<file path="src/hdl/ps2mct_pkg.sv">
// Package with the types, constants and helper functions of the PS/2 cursor tracker.
package ps2mct_pkg;

    localparam int unsigned COORD_W   = 12;
    localparam int unsigned BYTE_W    = 8;
    localparam int unsigned SUM_W     = COORD_W + 2;
    localparam int unsigned RESULT_W  = 2 * COORD_W + 2 * BYTE_W + 2;
    localparam int unsigned TDATA_W   = ((RESULT_W + 7) / 8) * 8;

    localparam int unsigned SYNC_BIT  = 3;
    localparam int unsigned LEFT_BIT  = 0;

    localparam logic [COORD_W-1:0] MAX_X_RESET = COORD_W'(1264);
    localparam logic [COORD_W-1:0] MAX_Y_RESET = COORD_W'(1008);

    // Bit positions of the result fields inside m_axis_tdata.
    localparam int unsigned POS_CURSOR_X     = 0;
    localparam int unsigned POS_CURSOR_Y     = POS_CURSOR_X + COORD_W;
    localparam int unsigned POS_DELTA_X      = POS_CURSOR_Y + COORD_W;
    localparam int unsigned POS_DELTA_Y      = POS_DELTA_X + BYTE_W;
    localparam int unsigned POS_LEFT_BUTTON  = POS_DELTA_Y + BYTE_W;
    localparam int unsigned POS_LEFT_PRESSED = POS_LEFT_BUTTON + 1;

    // Configuration register indexes.
    typedef enum logic {
        CFG_MAX_X = 1'b0,
        CFG_MAX_Y = 1'b1
    } ps2mct_cfg_idx_t;

    // Packet assembly state: which packet byte is expected next.
    typedef enum logic [1:0] {
        WAIT_HEADER = 2'd0,
        WAIT_X      = 2'd1,
        WAIT_Y      = 2'd2
    } ps2mct_state_t;

    // Result item, cursor_x in the lowest bits.
    typedef struct packed {
        logic                      left_pressed;
        logic                      left_held;
        logic signed [BYTE_W-1:0]  delta_y;
        logic signed [BYTE_W-1:0]  delta_x;
        logic [COORD_W-1:0]        cursor_y;
        logic [COORD_W-1:0]        cursor_x;
    } ps2mct_result_t;

    // Clamps a signed, widened coordinate to the range 0..lim.
    function automatic logic [COORD_W-1:0] clamp_axis(
        input logic signed [SUM_W-1:0] v,
        input logic [COORD_W-1:0]      lim
    );
        logic [COORD_W-1:0] res;
        if (v < 0)
        begin
            res = '0;
        end
        else if (v[SUM_W-2:0] > {1'b0, lim})
        begin
            res = lim;
        end
        else
        begin
            res = v[COORD_W-1:0];
        end
        return res;
    endfunction

endpackage

</file>
<file path="src/hdl/ps2_mouse_cursor_tracker.sv">
// Top level of the PS/2 mouse cursor tracker: packet assembly, cursor update and clamp.

// The block takes one byte per cycle from a PS/2 controller on the s_axis side; bytes
// whose tuser flag is low came from the keyboard port and are dropped without effect.
// Mouse bytes are gathered into three-byte packets (header, X movement, Y movement);
// a header without its sync bit (bit 3) is dropped so the decoder falls back into
// step. On the third byte the signed X delta is added to the cursor and the signed Y
// delta subtracted, each axis clamped to 0..limit, and one result transfer goes out
// on m_axis with the new cursor, both deltas, the left button and a flag for its
// press. The limits are written through the cfg port (index 0 for x, index 1 for y)
// and reset to 1264 and 1008; write them only while no byte is in flight. A byte
// passes an input register and the decode/update logic into the result register, which
// drives m_axis_tvalid. A new byte is taken every cycle; only a third byte that finds
// the result register still full waits, and then s_axis_tready drops until the result
// is taken.
module ps2_mouse_cursor_tracker
    import ps2mct_pkg::*;
(
    input  logic                clk,
    input  logic                rst_n,

    // Controller bytes in.
    input  logic                s_axis_tvalid,
    output logic                s_axis_tready,
    input  logic [7:0]          s_axis_tdata,   // [7:0] rx_byte
    input  logic                s_axis_tuser,   // [0] from_aux

    // Cursor reports out.
    output logic                m_axis_tvalid,
    input  logic                m_axis_tready,
    // [11:0] cursor_x, [23:12] cursor_y, [31:24] delta_x, [39:32] delta_y,
    // [40] left_held, [41] left_pressed, [47:42] zero
    output logic [TDATA_W-1:0]  m_axis_tdata,

    // Configuration writes.
    input  logic                cfg_valid,
    output logic                cfg_ready,
    input  logic                cfg_index,
    input  logic [COORD_W-1:0]  cfg_data
);

    // Input register.
    logic                 in_valid_reg, in_valid_next;
    logic [BYTE_W-1:0]    in_byte_reg;
    logic                 in_aux_reg;

    // Packet and cursor state.
    ps2mct_state_t        state_reg, state_next;
    logic [BYTE_W-1:0]    header_reg, header_next;
    logic [BYTE_W-1:0]    x_move_reg, x_move_next;
    logic [COORD_W-1:0]   pos_x_reg, pos_x_next;
    logic [COORD_W-1:0]   pos_y_reg, pos_y_next;
    logic                 prev_left_reg, prev_left_next;

    // Clamp limits.
    logic [COORD_W-1:0]   max_x_reg;
    logic [COORD_W-1:0]   max_y_reg;

    // Result register.
    logic                 out_valid_reg, out_valid_next;
    ps2mct_result_t       out_data_reg, out_data_next;

    logic                 in_take;
    logic                 is_mouse;
    logic                 completes;
    logic                 out_free;
    logic                 advance;
    logic                 left_now;
    logic signed [SUM_W-1:0] sum_x;
    logic signed [SUM_W-1:0] sum_y;

    // The limits can always be written.
    assign cfg_ready = 1'b1;

    // A byte in the input register that finishes a packet needs room in the result
    // register; every other byte is consumed at once.
    assign is_mouse      = in_valid_reg && in_aux_reg;
    assign completes     = is_mouse && (state_reg == WAIT_Y);
    assign out_free      = !out_valid_reg || m_axis_tready;
    assign advance       = in_valid_reg && (!completes || out_free);
    assign s_axis_tready = !in_valid_reg || advance;
    assign in_take       = s_axis_tvalid && s_axis_tready;

    assign in_valid_next = in_take || (in_valid_reg && !advance);

    // Cursor moves, worked out two bits wider so both under- and overflow show.
    assign sum_x = $signed({2'b00, pos_x_reg}) + $signed({{(SUM_W-BYTE_W){x_move_reg[BYTE_W-1]}},
                                                          x_move_reg});
    assign sum_y = $signed({2'b00, pos_y_reg}) - $signed({{(SUM_W-BYTE_W){in_byte_reg[BYTE_W-1]}},
                                                          in_byte_reg});
    assign left_now = header_reg[LEFT_BIT];

    always_comb
    begin
        state_next     = state_reg;
        header_next    = header_reg;
        x_move_next    = x_move_reg;
        pos_x_next     = pos_x_reg;
        pos_y_next     = pos_y_reg;
        prev_left_next = prev_left_reg;
        out_valid_next = out_valid_reg && !m_axis_tready;
        out_data_next  = out_data_reg;

        if (advance && is_mouse)
        begin
            unique case (state_reg)
                WAIT_HEADER:
                begin
                    // A header without the sync bit is out of step and dropped.
                    if (in_byte_reg[SYNC_BIT])
                    begin
                        header_next = in_byte_reg;
                        state_next  = WAIT_X;
                    end
                end
                WAIT_X:
                begin
                    x_move_next = in_byte_reg;
                    state_next  = WAIT_Y;
                end
                WAIT_Y:
                begin
                    state_next     = WAIT_HEADER;
                    pos_x_next     = clamp_axis(sum_x, max_x_reg);
                    pos_y_next     = clamp_axis(sum_y, max_y_reg);
                    prev_left_next = left_now;
                    out_valid_next = 1'b1;
                    out_data_next.cursor_x     = pos_x_next;
                    out_data_next.cursor_y     = pos_y_next;
                    out_data_next.delta_x      = x_move_reg;
                    out_data_next.delta_y      = in_byte_reg;
                    out_data_next.left_held    = left_now;
                    out_data_next.left_pressed = left_now && !prev_left_reg;
                end
                default:
                begin
                    state_next = WAIT_HEADER;
                end
            endcase
        end
    end

    always_ff @(posedge clk or negedge rst_n)
    begin
        if (!rst_n)
        begin
            in_valid_reg  <= 1'b0;
            state_reg     <= WAIT_HEADER;
            header_reg    <= '0;
            x_move_reg    <= '0;
            pos_x_reg     <= '0;
            pos_y_reg     <= '0;
            prev_left_reg <= 1'b0;
            out_valid_reg <= 1'b0;
        end
        else
        begin
            in_valid_reg  <= in_valid_next;
            state_reg     <= state_next;
            header_reg    <= header_next;
            x_move_reg    <= x_move_next;
            pos_x_reg     <= pos_x_next;
            pos_y_reg     <= pos_y_next;
            prev_left_reg <= prev_left_next;
            out_valid_reg <= out_valid_next;
        end
    end

    // Payload registers.
    always_ff @(posedge clk)
    begin
        if (in_take)
        begin
            in_byte_reg <= s_axis_tdata;
            in_aux_reg  <= s_axis_tuser;
        end
        out_data_reg <= out_data_next;
    end

    always_ff @(posedge clk or negedge rst_n)
    begin
        if (!rst_n)
        begin
            max_x_reg <= MAX_X_RESET;
            max_y_reg <= MAX_Y_RESET;
        end
        else if (cfg_valid && cfg_ready)
        begin
            unique case (ps2mct_cfg_idx_t'(cfg_index))
                CFG_MAX_X: max_x_reg <= cfg_data;
                CFG_MAX_Y: max_y_reg <= cfg_data;
                default:   max_x_reg <= max_x_reg;
            endcase
        end
    end

    assign m_axis_tvalid = out_valid_reg;
    assign m_axis_tdata  = {{(TDATA_W-RESULT_W){1'b0}}, out_data_reg};

endmodule

</file>
<file path="config.mk">
export PLATFORM = sky130hd
export DESIGN_NAME = ps2_mouse_cursor_tracker
export DESIGN_NICKNAME = d
export VERILOG_FILES = /design/src/hdl/ps2mct_pkg.sv /design/src/hdl/ps2_mouse_cursor_tracker.sv
export SDC_FILE = /design/constraint.sdc
export NUM_CORES = 1
export LEC_CHECK = 0
export ABC_CLOCK_PERIOD_IN_PS = 5400
export BUFFER_PORTS_ARGS = -buffer_cell sky130_fd_sc_hd__buf_2
export CORE_AREA = 10 10 115 117
export CTS_CLUSTER_DIAMETER = 120
export CTS_CLUSTER_SIZE = 25
export DETAILED_ROUTE_END_ITERATION = 10
export DIE_AREA = 0 0 125 127
export GPL_TIMING_DRIVEN = 0
export PLACE_DENSITY = 0.78
export SLEW_MARGIN = 20
export SYNTH_ARGS = -nofsm -noshare
export SYNTH_HDL_FRONTEND = slang
export SYNTH_SLANG_ARGS = --single-unit
</file>
<file path="constraint.sdc">
create_clock -name clk -period 5.4 [get_ports clk]
set_input_delay 0.27 -clock clk [delete_from_list [all_inputs] [get_ports clk]]
set_output_delay 0.27 -clock clk [all_outputs]
set_load 0.02 [all_outputs]
</file>
# Word level (Yosys, flattened, before mapping)
# Cells that the tools add are included.
# totals
reg_bits	113
latch_bits	0
mem_bits_rw	0
romBits	0
input_bits	27
out_inout_bits	51
elab_cells	61
memories	0
# classes
addsub	2
multipliers	0
div	0
order_cmp	4
n_eq_ne	3
n_shift	0
muxes	8
bitwise	1
reduce_logical	25
# op_table
operator	n
2-to-1 mux 12 bit	4
< comparator 14 x 1 -> 1 bit (second input constant)	2
greater-than comparator 13 x 12 -> 1 bit	2
adder 13 x 8 -> 14 bit	1
subtractor 13 x 8 -> 14 bit	1
AND reduction 2 bit	5
logical AND 1 bit	8
logical NOT 1 bit	6
logical OR 1 bit	4
case mux 2 bit (2 select lines)	1
AND reduction 3 bit	1
== test 2 x 1 -> 1 bit (second input constant)	1
== test 2 bit (second input constant)	1
logical NOT 2 bit	1
2-to-1 mux 1 bit	2
2-to-1 mux 2 bit	1
!= test 2 bit (second input constant)	1
NOT 1 bit	1

# Logic depth before layout (Yosys ltp)
# depth
depth_word	8
mapped_depth	19

# Worst setup path after synthesis
# OpenSTA, ideal clock, no wires.
# synth_path
path_kind	reg-to-reg
startpoint	register x_move_reg[6]
endpoint	register out_data_reg (netlist bit m_axis_tdata[11]), data pin
setup_ns	0.257
arrival_ns	3.511
setup_slack_ns	1.631
path_stages_with_launch	15
n_path_buf	1
path_cell_list	dfrtp_1 -> ha_1 -> a211o_1 -> o211a_1 -> o21a_1 -> o311a_1 -> ha_1 -> nand3_1 -> nor4_1 -> o21bai_1 -> nand3_1 -> mux2i_2 -> buf_6 -> mux2i_1 -> nor2_1
# synth_via
elab_chain_cells	4
word_cells_on_any_way	5
# synth_rtl
item	line	text
start: declaration	ps2_mouse_cursor_tracker.sv:50	logic [BYTE_W-1:0] x_move_reg, x_move_next;
start signal: assignment	ps2_mouse_cursor_tracker.sv:161	x_move_reg <= x_move_next;
adder 13 x 8 -> 14 bit *	ps2_mouse_cursor_tracker.sv:87	assign sum_x = $signed({2'b00, pos_x_reg}) + $signed({{(SUM_W-BYTE_W){x_move_reg[BYTE_W-1]}},
greater-than comparator 13 x 12 -> 1 bit	ps2mct_pkg.sv:57	else if (v[SUM_W-2:0] > {1'b0, lim})
2-to-1 mux 12 bit	ps2mct_pkg.sv:57	
2-to-1 mux 12 bit *	ps2mct_pkg.sv:53	if (v < 0)
end signal: assignment	ps2_mouse_cursor_tracker.sv:177	out_data_reg <= out_data_next;
end: declaration	ps2_mouse_cursor_tracker.sv:61	ps2mct_result_t out_data_reg, out_data_next;
# Every way passes the cells marked *; elsewhere a longest branch is shown, timed or not.
# A chain may end at the register's enable or synchronous reset.

# Worst setup path in the final report
# layout_path
startpoint	register x_move_reg[1]
endpoint	register out_data_reg (netlist bit m_axis_tdata[8]), data pin
# Same word-level chain as after synthesis.

==> impl_metrics.yaml <==
run_status:
  status: "finished clean"
critical_path:
  rr_worst_depth: 15
  crit_path_end_kind: "register"
  startpoint: "x_move_reg[1]$_DFFE_PN0P_"
  arrival_ns: 4.59
  cpPeakStageDelay_ns: 0.41
  worstPathRequired_ns: 5.56
  rrSetupSlack_ns: 0.97
  crit-reg2reg-launch: "x_move_reg[1]$_DFFE_PN0P_"
  rr_endpoint: "m_axis_tdata[8]$_DFFE_PP_"
  path_cells: "ha_1 -> a21oi_1 -> o211ai_1 -> o211a_1 -> o21a_1 -> o311a_1 -> ha_1 -> nand3_1 -> nor4_1 -> o21bai_1 -> nand3_1 -> mux2i_2 -> buf_6 -> mux2i_1 -> nor2_1"
  worstSetupStartpointType: "register"
  cp_max_fo: 10
  worstSetupPathType: "reg2reg"
  critPathSlowestCell: "dfrtp_1"
timing:
  slew_violations: 0
  tightest_slew_ns: 0.8090
  tns_ns: 0
  hold_viol_final: 0
  post-route-period-util_pct: 82.07
  fin_skew_ns: 0.01024
  final.min_clock_period_ns: 4.432
  setup_violations: 0
  rsz0062_at_grt: "false"
  slew_headroom_pct: 46.07
  max_freq_ghz: 0.2256
synthesis:
  synth_cells: 557
  yosysWarnings: 0
  synth-async-reset-ratio_pct: 54.87
  ys.flop_type: "edfxtp_1"
  syn_avg_cell_area_um2: 11.10
  ys_seq_area_share_pct: 50.07
  synth_edf_count: 51
  yosys.cell_types.count: 63
  synth.cell_area_um2: 6185
  ys_seq_elements: 113
cells_and_area:
  syn2layout_area_growth_pct: 18.03
  nets: 732
  layout_common_cells: "71 x buf_2, 58 x nand2_1, 51 x dfrtp_1, 51 x edfxtp_1, 50 x ha_1"
  finalNonFillerCells: 809
  fillers: 837
  drive_gt1_share_pct: 24.32
  layout_commonest_cell: "buf_2"
  largest_register_ffs: 42
  final_area_um2: 7300
  n_antenna_cell: 0
worst_hold_path:
  hp-class: "in2reg"
  hp-start: "s_axis_tdata[3]"
  holdPathStages: 1
  min_to: "in_byte_reg[3]$_DFFE_PP_"
pwr:
  ir_drop_uv: 304.8
  swShare_pct: 41.21
  powerDensity_nw_per_um2: 645.6
  p_clk_share_pct: 21.4
  seqPwrFrac_pct: 27.3
  p_switching_uw: 1942
  p_leak_uw: 0.003370
  combPwrFrac_pct: 51.3
  total_power_uw: 4713
  intPower_uw: 2771
grt:
  grt-ovfl-total: 0
  grt_pass1_wl_um: 23810
  grt_start_max_net_pins: 63
  grt_use_total_pct: 18.53
  grt_pass1_vias: 4746
  antenna_found_initial: 0
die:
  die_area_um2: 15880
  start_util_pct: 55.59
  die_height_um: 127
  rows: 39
  num_io_pins: 78
  core_area_um2: 11130
  die_w_um: 125
placed_design:
  gp_congestion: 0.9655
  dp.cells: 776
  port_buffers: 70
  dp_hpwl_um: 10800
  place_area_um2: 6755
clock_tree:
  cts_root_buf: "clkbuf_16"
  cts-buffers-inserted: 17
  htreeDepth: 4
  clk_pin_slew_ns: 0.06
  cts_buffer_depth: 2
  post_cts_buffers: 0
  cts_tree: "built"
  clk_latency_ns: 0.42
  cts_sinks: 113
routing:
  dr.pass1.iters: 5
  drc: 0
  wl_per_cell_um: 17.82
  final_antenna_net_count: 0
  vias: 4478
  drt-total-wl_um: 14420
  via_per_inst: 5.535
  detailedRoute.firstIterationViolations: 455
flow_run:
  drv_cap: 0
[metrics by stage]
| stage | hold WS [ns] | util [%] | setup slack [ns] |
|---|---|---|---|
| detailed placement | 0.4063 | 60.72 | 1.088 |
| CTS | 0.01768 | 65.61 | 1.011 |
| finish | 0.02693 | 65.61 | 0.9680 |
| global placement | 0.4334 | 60.52 | 1.158 |
| floorplan | -0.02559 | - | 1.631 |
| global route | 0.01255 | 65.61 | 0.6658 |
[area by class of cell]
| type | instances | area, um^2 | share of cell area, % |
|---|---|---|---|
| flip-flops and latches | 113 | 3097 | 42.42 |
| clock buffers | 21 | 440.4 | 6.034 |
| clock inverters | 11 | 93.84 | 1.286 |
| repair buffers | 72 | 382.9 | 5.245 |
| plain buffers | 22 | 173.9 | 2.383 |
| well taps | 143 | 178.9 | 2.451 |
| inverters | 47 | 176.4 | 2.417 |
| multi-input cells | 380 | 2756 | 37.76 |
[metal layers]
| layer | track usage, % | part of all wire [%] | vias to the layer above |
|---|---|---|---|
| li1 | - | - | 2148 |
| met1 | 22.43 | 43 | 2153 |
| met2 | 29.99 | 48 | 142 |
| met3 | 5.252 | 6.0 | 35 |
| met4 | 8.943 | 2.8 | 0 |
| met5 | 0 | 0 | - |
[power by group through the flow]
stage | registers, uW | clock network, uW | logic, uW
final | 1290 | 1010 | 2420
after floorplan | 1270 | 0 | 1820
after CTS | 1280 | 1020 | 2390
after detailed placement | 1290 | 0 | 2350
after global routing | 1300 | 1070 | 2670
after global placement | 1280 | 0 | 2230
[worst max-delay path by stage]
stage	end	slack, ns	cells after the start
3_3_place_gp	m_axis_tdata[9]$_DFFE_PP_	1.16	14
5_1_grt	m_axis_tdata[5]$_DFFE_PP_	0.67	18
2_1_floorplan	m_axis_tdata[11]$_DFFE_PP_	1.63	14
6_report	m_axis_tdata[8]$_DFFE_PP_	0.97	15
4_1_cts	m_axis_tdata[9]$_DFFE_PP_	1.01	15
3_5_place_dp	m_axis_tdata[10]$_DFFE_PP_	1.09	14
[synth_stat cells (3+ instances only)]
cell,number,share of area [%]
inv_1,47,2.9
dfstp_2,11,4.7
o211ai_1,3,0.36
buf_6,3,0.55
nand2b_1,7,0.71
a21o_1,3,0.36
xor2_1,3,0.42
dfrtp_1,51,21
xnor2_1,13,1.8
a21oi_1,15,1.2
o21a_1,8,0.97
mux2_2,16,2.9
o31ai_2,9,1.8
o31ai_1,3,0.36
buf_4,8,0.97
clkbuf_1,5,0.30
nand3_1,9,0.73
nor2_1,47,2.9
nand4_1,3,0.30
o21ai_0,29,2.3
ha_1,50,10
nor2b_1,8,0.81
nand2_1,58,3.5
edfxtp_1,51,25
a211oi_1,5,0.61
nor3_1,9,0.73
o22ai_1,3,0.30
o21ai_1,11,0.89
mux2i_1,24,3.9
[what timing repair did]
item / in CTS / in global routing
hold buffers: 1 / 0
endpoints found under the hold margin: 51 / 0
resized for setup: 0 / 0
[worst max-delay path: cells and delay by family (launching register included)]
family / cells / cell delay (ns)
buffers and inverters: 1 / 0.22
adders and majority gates: 2 / 0.60
DFF: 1 / 0.41
muxes: 2 / 0.71
and+or+nand+nor: 4 / 0.74
AOI/OAI and AO/OA: 6 / 1.47
[cell families after synthesis]
logic type	after synthesis	share of synthesized area (%)
compound gates	110	12.62
other cells	2	0.1214
buf+inv	69	5.665
fa+ha+maj	52	10.76
flops	113	50.07
simple gates	153	11.03
mux	41	7.020
xor+xnor	17	2.711
Note: power is estimated with default switching activity, not from simulation.
